## src/rtl/nbes_pkg.sv

```systemverilog
// Package for the NAND block erase sequencer: payload structs, the job record
// passed from front to back, configuration record, opcodes and codes.
// No dependencies.
package nbes_pkg;

  localparam int MAX_ROW_BYTES = 4;
  localparam int QUEUE_DEPTH   = 2;

  localparam logic [7:0] CMD_ERASE1 = 8'h60;
  localparam logic [7:0] CMD_ERASE2 = 8'hD0;
  localparam logic [7:0] CMD_STATUS = 8'h70;
  localparam logic [7:0] BYTE_MASK  = 8'hff;

  localparam logic [1:0] KIND_CMD    = 2'd0;
  localparam logic [1:0] KIND_ADDR   = 2'd1;
  localparam logic [1:0] KIND_RESULT = 2'd2;
  localparam logic [1:0] KIND_DONE   = 2'd3;

  localparam logic [1:0] REG_PPB_LOG2    = 2'd0;
  localparam logic [1:0] REG_BLOCK_COUNT = 2'd1;
  localparam logic [1:0] REG_TWO_PLANES  = 2'd2;
  localparam logic [1:0] REG_ROW_BYTES   = 2'd3;

  typedef struct packed {
    logic       mode;
    logic       erase_all;
    logic [7:0] status_byte;
  } in_item_t;

  typedef struct packed {
    logic [1:0]  cycle_kind;
    logic [7:0]  bus_byte;
    logic [15:0] block_index;
    logic        failed;
    logic        last;
  } out_item_t;

  typedef struct packed {
    logic [3:0]  pages_per_block_log2;
    logic [15:0] block_count;
    logic        two_planes;
    logic [2:0]  row_bytes;
  } cfg_t;

  // One unit of work for the back end: an optional block result, then either
  // a done report or a full erase operation starting at op_block.
  typedef struct packed {
    logic        has_result;
    logic [15:0] res_block;
    logic        res_failed;
    logic        has_done;
    logic [15:0] done_count;
    logic [15:0] op_block;
  } job_t;

  typedef struct packed {
    logic full;
    logic empty;
  } queue_status_t;

endpackage

```

## src/rtl/nbes_front.sv

```systemverilog
// Front end of the erase sequencer: accepts items, keeps the block progress
// state and turns each effective item into a job. Depends on nbes_pkg.
module nbes_front (
  input  logic                  clk,
  input  logic                  rst_n,
  input  logic                  in_valid,
  output logic                  in_stall,
  input  nbes_pkg::in_item_t    in_data,
  input  nbes_pkg::cfg_t        cfg,
  input  nbes_pkg::queue_status_t q_status,
  output logic                  push,
  output nbes_pkg::job_t        push_job
);

  logic [15:0] current_block_r, current_block_nxt;
  logic [15:0] blocks_to_erase_r, blocks_to_erase_nxt;
  logic        waiting_r, waiting_nxt;
  logic        accept;
  logic [15:0] start_count;
  logic [16:0] next_block;
  logic [15:0] second_sat;
  logic [15:0] next_sat;
  logic        status_done;

  assign in_stall = q_status.full;
  assign accept   = in_valid && !in_stall;

  assign start_count = in_data.erase_all ? cfg.block_count : 16'd1;
  assign next_block  = {1'b0, current_block_r} + 17'd1;
  assign next_sat    = next_block[16] ? 16'hffff : next_block[15:0];
  assign status_done = (next_block >= {1'b0, blocks_to_erase_r}) || next_block[16];

  always_comb begin
    current_block_nxt   = current_block_r;
    blocks_to_erase_nxt = blocks_to_erase_r;
    waiting_nxt         = waiting_r;
    push                = 1'b0;
    push_job            = '0;
    second_sat          = 16'd0;
    if (accept) begin
      if (!in_data.mode) begin
        if (!waiting_r) begin
          push                = 1'b1;
          blocks_to_erase_nxt = start_count;
          current_block_nxt   = 16'd0;
          if (start_count == 16'd0) begin
            push_job.has_done = 1'b1;
          end else begin
            push_job.op_block = 16'd0;
            waiting_nxt       = 1'b1;
            // With two planes the second block of the pair becomes current.
            if (cfg.two_planes) current_block_nxt = 16'd1;
          end
        end
      end else if (waiting_r) begin
        push                = 1'b1;
        waiting_nxt         = 1'b0;
        push_job.has_result = 1'b1;
        push_job.res_block  = current_block_r;
        push_job.res_failed = in_data.status_byte[0];
        if (status_done) begin
          push_job.has_done   = 1'b1;
          push_job.done_count = next_sat;
        end else begin
          push_job.op_block = next_block[15:0];
          waiting_nxt       = 1'b1;
          current_block_nxt = next_block[15:0];
          if (cfg.two_planes) begin
            second_sat        = (next_block[15:0] == 16'hffff) ? 16'hffff
                                                               : next_block[15:0] + 16'd1;
            current_block_nxt = second_sat;
          end
        end
      end
    end
  end

  always_ff @(posedge clk) begin
    if (!rst_n) begin
      current_block_r   <= 16'd0;
      blocks_to_erase_r <= 16'd1;
      waiting_r         <= 1'b0;
    end else begin
      current_block_r   <= current_block_nxt;
      blocks_to_erase_r <= blocks_to_erase_nxt;
      waiting_r         <= waiting_nxt;
    end
  end

endmodule

```

## src/rtl/nbes_queue.sv

```systemverilog
// Short job queue between the front and back ends of the erase sequencer.
// Depends on nbes_pkg.
module nbes_queue (
  input  logic                    clk,
  input  logic                    rst_n,
  input  logic                    push,
  input  nbes_pkg::job_t          push_job,
  input  logic                    pop,
  output nbes_pkg::job_t          head_job,
  output nbes_pkg::queue_status_t status
);

  localparam int PW = $clog2(nbes_pkg::QUEUE_DEPTH);

  nbes_pkg::job_t  entry_r [nbes_pkg::QUEUE_DEPTH];
  logic [PW-1:0]   wr_ptr_r, rd_ptr_r;
  logic [PW:0]     count_r, count_nxt;

  assign status.full  = (count_r == (PW+1)'(nbes_pkg::QUEUE_DEPTH));
  assign status.empty = (count_r == '0);
  assign head_job     = entry_r[rd_ptr_r];

  always_comb begin
    count_nxt = count_r;
    if (push && !pop) count_nxt = count_r + 1'b1;
    else if (pop && !push) count_nxt = count_r - 1'b1;
  end

  always_ff @(posedge clk) begin
    if (push) entry_r[wr_ptr_r] <= push_job;
  end

  always_ff @(posedge clk) begin
    if (!rst_n) begin
      wr_ptr_r <= '0;
      rd_ptr_r <= '0;
      count_r  <= '0;
    end else begin
      if (push) wr_ptr_r <= wr_ptr_r + 1'b1;
      if (pop) rd_ptr_r <= rd_ptr_r + 1'b1;
      count_r <= count_nxt;
    end
  end

endmodule

```

## src/rtl/nbes_back.sv

```systemverilog
// Erase sequencer back end: walks each job through its bus cycles and reports
// into the output register, one result per cycle unless stalled. Uses nbes_pkg.
module nbes_back (
  input  logic                    clk,
  input  logic                    rst_n,
  input  nbes_pkg::cfg_t          cfg,
  input  nbes_pkg::job_t          job,
  input  nbes_pkg::queue_status_t q_status,
  output logic                    pop,
  output logic                    out_valid,
  input  logic                    out_stall,
  output nbes_pkg::out_item_t     out_data
);

  localparam logic [3:0] PH_BEGIN  = 4'd0;
  localparam logic [3:0] PH_RESULT = 4'd1;
  localparam logic [3:0] PH_DONE   = 4'd2;
  localparam logic [3:0] PH_E1A    = 4'd3;
  localparam logic [3:0] PH_ADDRA  = 4'd4;
  localparam logic [3:0] PH_E1B    = 4'd5;
  localparam logic [3:0] PH_ADDRB  = 4'd6;
  localparam logic [3:0] PH_E2     = 4'd7;
  localparam logic [3:0] PH_STATUS = 4'd8;

  logic [3:0]          phase_r, phase_nxt, cur_phase;
  logic [1:0]          byte_r, byte_nxt;
  logic                out_valid_r;
  nbes_pkg::out_item_t out_data_r, item;
  logic                load, emit, item_last;
  logic [2:0]          addr_cnt;
  logic                last_byte;
  logic [16:0]         blk_a, blk_b, addr_blk;
  logic [15:0]         idx_b;
  logic [31:0]         row;
  logic [3:0]          after_a, after_b;

  assign addr_cnt  = (cfg.row_bytes > 3'(nbes_pkg::MAX_ROW_BYTES))
                     ? 3'(nbes_pkg::MAX_ROW_BYTES) : cfg.row_bytes;
  assign last_byte = ({1'b0, byte_r} == addr_cnt - 3'd1);

  assign blk_a = {1'b0, job.op_block};
  assign blk_b = blk_a + 17'd1;
  assign idx_b = blk_b[16] ? 16'hffff : blk_b[15:0];

  assign addr_blk = (cur_phase == PH_ADDRB) ? blk_b : blk_a;
  assign row      = {15'd0, addr_blk} << cfg.pages_per_block_log2;

  assign after_a = cfg.two_planes ? PH_E1B : PH_E2;
  assign after_b = PH_E2;

  assign load = !out_valid_r || !out_stall;
  assign emit = !q_status.empty && load;
  assign pop  = emit && item_last;

  // The first phase of a job depends on which parts it carries.
  always_comb begin
    if (phase_r != PH_BEGIN) cur_phase = phase_r;
    else if (job.has_result) cur_phase = PH_RESULT;
    else if (job.has_done) cur_phase = PH_DONE;
    else cur_phase = PH_E1A;
  end

  always_comb begin
    item      = '0;
    phase_nxt = phase_r;
    byte_nxt  = byte_r;
    item_last = 1'b0;
    unique case (cur_phase)
      PH_RESULT: begin
        item.cycle_kind  = nbes_pkg::KIND_RESULT;
        item.block_index = job.res_block;
        item.failed      = job.res_failed;
        phase_nxt        = job.has_done ? PH_DONE : PH_E1A;
      end
      PH_DONE: begin
        item.cycle_kind  = nbes_pkg::KIND_DONE;
        item.block_index = job.done_count;
        item_last        = 1'b1;
        phase_nxt        = PH_BEGIN;
      end
      PH_E1A: begin
        item.cycle_kind  = nbes_pkg::KIND_CMD;
        item.bus_byte    = nbes_pkg::CMD_ERASE1;
        item.block_index = job.op_block;
        byte_nxt         = 2'd0;
        phase_nxt        = (addr_cnt != 3'd0) ? PH_ADDRA : after_a;
      end
      PH_ADDRA: begin
        item.cycle_kind  = nbes_pkg::KIND_ADDR;
        item.bus_byte    = row[{byte_r, 3'b000} +: 8] & nbes_pkg::BYTE_MASK;
        item.block_index = job.op_block;
        byte_nxt         = byte_r + 2'd1;
        phase_nxt        = last_byte ? after_a : PH_ADDRA;
      end
      PH_E1B: begin
        item.cycle_kind  = nbes_pkg::KIND_CMD;
        item.bus_byte    = nbes_pkg::CMD_ERASE1;
        item.block_index = idx_b;
        byte_nxt         = 2'd0;
        phase_nxt        = (addr_cnt != 3'd0) ? PH_ADDRB : after_b;
      end
      PH_ADDRB: begin
        item.cycle_kind  = nbes_pkg::KIND_ADDR;
        item.bus_byte    = row[{byte_r, 3'b000} +: 8] & nbes_pkg::BYTE_MASK;
        item.block_index = idx_b;
        byte_nxt         = byte_r + 2'd1;
        phase_nxt        = last_byte ? after_b : PH_ADDRB;
      end
      PH_E2: begin
        item.cycle_kind  = nbes_pkg::KIND_CMD;
        item.bus_byte    = nbes_pkg::CMD_ERASE2;
        item.block_index = cfg.two_planes ? idx_b : job.op_block;
        phase_nxt        = PH_STATUS;
      end
      PH_STATUS: begin
        item.cycle_kind  = nbes_pkg::KIND_CMD;
        item.bus_byte    = nbes_pkg::CMD_STATUS;
        item.block_index = cfg.two_planes ? idx_b : job.op_block;
        item_last        = 1'b1;
        phase_nxt        = PH_BEGIN;
      end
      default: begin
        phase_nxt = PH_BEGIN;
      end
    endcase
    item.last = item_last;
  end

  always_ff @(posedge clk) begin
    if (!rst_n) begin
      phase_r     <= PH_BEGIN;
      byte_r      <= 2'd0;
      out_valid_r <= 1'b0;
    end else begin
      if (emit) begin
        phase_r <= phase_nxt;
        byte_r  <= byte_nxt;
      end
      if (load) out_valid_r <= emit;
    end
  end

  always_ff @(posedge clk) begin
    if (emit) out_data_r <= item;
  end

  assign out_valid = out_valid_r;
  assign out_data  = out_data_r;

endmodule

```

## src/rtl/nand_block_erase_sequencer_unit.sv

```systemverilog
// Top level of the NAND block erase sequencer: configuration registers and
// the front end, job queue and back end. Depends on nbes_pkg, nbes_front,
// nbes_queue and nbes_back.
//
// Usage: the input channel (in_valid, in_stall, in_data) takes start items
// (mode 0) and device status items (mode 1). Each effective item yields a
// train of result items on the output channel (out_valid, out_stall,
// out_data): ERASE1 commands and row address cycles, ERASE2 and STATUS, and
// block results and a done report. The final item of each train has last set.
// Items that have no effect (a start while a status is awaited, a status
// while idle) are taken and produce nothing.
// The first result of an item is registered in the job queue, then in the output register.
// Throughput: the back end sends one result per cycle while the receiver does
// not stall; an effective item causes from 1 up to 13 results (two planes,
// four address cycles each).
// A two-entry job queue lets input be taken while earlier work drains; the
// input stalls only when the queue is full.
// When the receiver stalls, the output register holds its item and the back
// end waits. Synchronous reset returns the sequencer to idle, empties the
// queue and loads the configuration defaults.
module nand_block_erase_sequencer_unit (
  input  logic                clk,
  input  logic                rst_n,
  input  logic                in_valid,
  output logic                in_stall,
  input  nbes_pkg::in_item_t  in_data,
  output logic                out_valid,
  input  logic                out_stall,
  output nbes_pkg::out_item_t out_data,
  input  logic                cfg_we,
  input  logic [1:0]          cfg_index,
  input  logic [15:0]         cfg_wdata
);

  nbes_pkg::cfg_t          cfg_r;
  nbes_pkg::job_t          push_job, head_job;
  nbes_pkg::queue_status_t q_status;
  logic                    push, pop;

  always_ff @(posedge clk) begin
    if (!rst_n) begin
      cfg_r.pages_per_block_log2 <= 4'd6;
      cfg_r.block_count          <= 16'd1024;
      cfg_r.two_planes           <= 1'b0;
      cfg_r.row_bytes            <= 3'd3;
    end else if (cfg_we) begin
      unique case (cfg_index)
        nbes_pkg::REG_PPB_LOG2:    cfg_r.pages_per_block_log2 <= cfg_wdata[3:0];
        nbes_pkg::REG_BLOCK_COUNT: cfg_r.block_count          <= cfg_wdata;
        nbes_pkg::REG_TWO_PLANES:  cfg_r.two_planes           <= cfg_wdata[0];
        nbes_pkg::REG_ROW_BYTES:   cfg_r.row_bytes            <= cfg_wdata[2:0];
      endcase
    end
  end

  nbes_front u_front (
    .clk      (clk),
    .rst_n    (rst_n),
    .in_valid (in_valid),
    .in_stall (in_stall),
    .in_data  (in_data),
    .cfg      (cfg_r),
    .q_status (q_status),
    .push     (push),
    .push_job (push_job)
  );

  nbes_queue u_queue (
    .clk      (clk),
    .rst_n    (rst_n),
    .push     (push),
    .push_job (push_job),
    .pop      (pop),
    .head_job (head_job),
    .status   (q_status)
  );

  nbes_back u_back (
    .clk       (clk),
    .rst_n     (rst_n),
    .cfg       (cfg_r),
    .job       (head_job),
    .q_status  (q_status),
    .pop       (pop),
    .out_valid (out_valid),
    .out_stall (out_stall),
    .out_data  (out_data)
  );

endmodule

```

## config.mk

```make
export PLATFORM = sky130hd
export DESIGN_NAME = nand_block_erase_sequencer_unit
export DESIGN_NICKNAME = d
export VERILOG_FILES = /design/src/rtl/nbes_pkg.sv /design/src/rtl/nbes_front.sv /design/src/rtl/nbes_queue.sv /design/src/rtl/nbes_back.sv /design/src/rtl/nand_block_erase_sequencer_unit.sv
export SDC_FILE = /design/constraint.sdc
export NUM_CORES = 1
export LEC_CHECK = 0
export BUFFER_PORTS_ARGS = -buffer_cell sky130_fd_sc_hd__buf_2
export CORE_UTILIZATION = 25
export CTS_BUF_LIST = sky130_fd_sc_hd__clkbuf_8
export DETAILED_ROUTE_END_ITERATION = 12
export GPL_ROUTABILITY_DRIVEN = 0
export SYNTH_ARGS = -nofsm -noshare
export SYNTH_HDL_FRONTEND = slang
export SYNTH_SLANG_ARGS = --single-unit
```

## constraint.sdc

```tcl
create_clock -name clk -period 9.5 [get_ports clk]
set_input_delay 0.95 -clock clk [delete_from_list [all_inputs] [get_ports clk]]
set_output_delay 0.95 -clock clk [all_outputs]
set_load 0.02 [all_outputs]
```

==> metrics.md <==
| Metric | Value |
|---|---|
| Largest net degree at the start of global routing | 56 |
| Critical Path Source | u_front.current_block_r[0] |
| GRT Residual Overflow | 0 |
| Sw frac | 0.425 |
| RSZ-0062 raised after global routing | false |
| Max-cap violations | 0 |
| Initial drt markers | ~840 |
| # hold bufs at CTS | 0 |
| Clock Power Share | 0.186 |
| Status | complete, no violations |
| Cell count after synthesis | between 1k and 1.5k |
| Post-Syn Area per Cell | 9.57 um2 |
| Worst hold slack | 0.457 ns |
| Post-synth ARST share | 0 |
| Register share of total power | 0.397 |
| Reg2reg start | u_front.current_block_r[0] |
| Nets | ~1.3k |
| Total power | 3.07 mW |
| Area occupied by registers | roughly 5300 um2 |
| Initial Util | 0.254 |
| Drt wl/cell | 17.4 um |
| Worst path cell trace | ha_1, and4_1, nand4_1, nor2_1, xnor2_1, inv_1, ha_1, nand3_1, or3_1, o21ai_0, inv_1, nand2_1, nor2_1 |
| Die Y | about 220 um |
| Critical path data required time | about 9.7 ns |
| I/O pins | 63 |
| Filler cell count | 4,809 |
| Placed cells | between 1.5k and 2k |
| Critical Path AT | roughly 5.0 ns |
| Max FO, Critical Path | 16 |
| Area leader, netlist | edfxtp_1 |
| Clock slew seen by the registers of the worst setup and hold paths | ~0.11 ns |
| Die ar. | 47,200 um2 |
| Post-synth EDFFs | 130 |
| Critical-path top delay cell | dfxtp_1 |
| Clk buf depth | 2 |
| CTS tree | done |
| Crit. path cell count | 13 |
| Slew headroom | 0.293 |
| CP delay by family, top | simple AND/OR/NAND/NOR gates |
| Met3 WL post-DR | approximately 1800 um |
| Dpl ws | 4.81 ns |
| Detailed-route vias per instance | 5.13 |
| Yosys warning count | 0 |
| First-pass GRT wire length | ~50,000 um |
| TritonCTS Buffers | 17 |
| Most frequent cells in the layout | edfxtp_1, nand2_1, a21oi_1 |
| WP buf/inv | 2 |
| Post-Layout Inst Area | between 10,000 and 15,000 um2 |
| Worst setup margin | roughly 4.7 ns |
| R2R depth | 13 |
| Postcts setup bufs | 0 |
| Share of the synthesized area in the top cell type | 0.337 |
| HP Start | u_front.blocks_to_erase_r[13] |
| Post-route DRC | 0 |
| Fin. Hold Viols | 0 |
| Skew-Pair Late Insertion Delay | slightly below 0.5 ns |
| Core ar. | ~45,000 um2 |
| Leakage | between 4 and 5 nW |
| Internal power consumption | roughly 1.8 mW |
| Share of cells above drive strength 1 | 0.113 |
| Final Max Tran Viols | 0 |
| Hold depth | 2 |
| GRT Resource Usage Total | 0.134 |
| Die Wd | 217 um |
| Startpoint Class | flip-flop |
| Final std cells w/o fill | roughly 1.8k |
| Vias | approximately 9.4k |
| Slew at the pin closest to its max-slew limit | around 1.1 ns |
| Final TNS setup | 0 ns |
| WL met1 | 14,600 um |
| Antenna viol nets, final | 0 |
| CTS sink count | 199 |
| Antenna violations before repair | 0 |
| Port Buffers | 55 |
| R2R Path End | u_queue.entry_r[1][12] |
| Syn_nets | ~1.3k |
| Post_cts resized | 0 |
| Multi-input gate area | 5770 um2 |
| WHS Endpoint | u_front.blocks_to_erase_r[13] |
| Synth Register Bits | roughly 200 |
| Minimum clock period | 4.76 ns |
| Vias in the first global route | between 8k and 9k |
| Layout Area Growth over Synthesis | 10.6% |
| Yosys cell types | between 80 and 90 |
| R2R Setup Slk | around 4.7 ns |
| Area contributors post-synth | edfxtp_1, dfxtp_1, mux2i_1 |
| Type of element capturing the critical path | flip-flop |
| Final Skew | between 0.02 and 0.025 ns |
| Cell Area, Synth | roughly 12,000 um2 |
| Metal2 WL | around 15,000 um |
| WS Path Type | flip-flop to flip-flop |
| Commonest non-fill, non-tap cell in the layout | edfxtp_1 |
| Synth Flop Type | edfxtp_1 |
| Post-DP HPWL | 23,200 um |
| Worst path max stage delay | around 0.62 ns |
| CTS H-Tree Depth | 4 |
| Worst vdd ir | 0.110 mV |
| Layout Utilization | 0.282 |
| Placed cell areas | 12,400 um2 |
| Row cnt | 78 |
| Type of the worst min-delay path | flip-flop to flip-flop |
| Seq/Total Area, Yosys | 0.457 |
| Pre-antenna DRT Iters | 6 |
| Logic pwr share | 0.417 |
| Final period utilization | 0.501 |
| Routed wire length | approximately 32,000 um |
| Power Dens Cells | roughly 240 nW/um2 |
| NetSw | 1.30 mW |
| Final setup viols | 0 |
| Fmax | about 0.21 GHz |
| DR top layer | met4 |
| CTS root buffer | clkbuf_8 |
[synth_stat cells (23+ instances only)]
cell and number:
o21ai_0 45, mux2i_1 65, inv_1 50, nor2_1 97, nor3_1 29, clkbuf_1 46, nand3_1 51, a21oi_1 103
dfxtp_1 69, nand2_1 127, edfxtp_1 130, and2_1 23, ha_1 25, xnor2_1 26
[final cells by class]
cell class,count,area share
Tap cell,600,0.0586
Antenna cell,1,0.000195
Clock inverter,15,0.0151
Inverter,51,0.0150
Sequential cell,199,0.413
Multi-Input combinational cell,885,0.451
Clock buffer,17,0.0183
Timing Repair Buffer,68,0.0291
[cells by family after synthesis]
logic type                 share of synthesized area
buffers and inverters                         0.0457
xor gates and xnor gates                      0.0294
AOI/OAI and AO/OA                              0.180
adders and majority gates                     0.0270
and+or+nand+nor                                0.188
DFF                                            0.457
muxes                                         0.0728
[worst register-to-register path, stage by stage (launching register included)]
cell and delay, ns:
dfxtp_1 0.62, ha_1 0.44, and4_1 0.34, nand4_1 0.26, nor2_1 0.22, xnor2_1 0.36, inv_1 0.22, ha_1 0.36
nand3_1 0.08, or3_1 0.32, o21ai_0 0.46, inv_1 0.13, nand2_1 0.50, nor2_1 0.19
[power by group through the flow]
| stage | Sequential (mW) | Clock (mW) | Combinational [mW] |
|---|---|---|---|
| 4_1_cts | 1.22 | 0.585 | 1.29 |
| 3_3_place_gp | 1.24 | 0 | 1.26 |
| 5_1_grt | 1.24 | 0.616 | 1.39 |
| 6_report | 1.22 | 0.571 | 1.28 |
| 2_1_floorplan | 1.28 | 0 | 0.818 |
| 3_5_place_dp | 1.24 | 0 | 1.28 |
[registers in the layout, summed over array words and instances, names as in the netlist, named ones only]
register / count
cfg_r: 24
u_back.byte_r: 2
u_back.out_data: 28
u_back.out_valid: 1
u_back.phase_r: 4
u_front.blocks_to_erase_r: 16
u_front.current_block_r: 16
u_front.waiting_r: 1
u_queue.count_r: 2
u_queue.entry_r: 102
u_queue.rd_ptr_r: 1
u_queue.wr_ptr_r: 1
[routing by layer]
metal | up-vias | global-route usage
li1 | 4539 | -
met1 | 4521 | 0.180
met2 | 322 | 0.221
met3 | 34 | 0.0208
met4 | 0 | 0.0383
met5 | - | 0
[how the worst max path moves through the flow]
| stage | to | slack, ns |
|---|---|---|
| after floorplan | u_queue.entry_r[0][0] | 3.79 |
| after global placement | u_queue.entry_r[0][12] | 4.84 |
| after detailed placement | u_queue.entry_r[0][12] | 4.81 |
| after CTS | u_queue.entry_r[0][12] | 4.81 |
| after global routing | u_queue.entry_r[0][12] | 4.38 |
| final | u_queue.entry_r[1][12] | 4.74 |
Power figures use the tool's default switching activity.
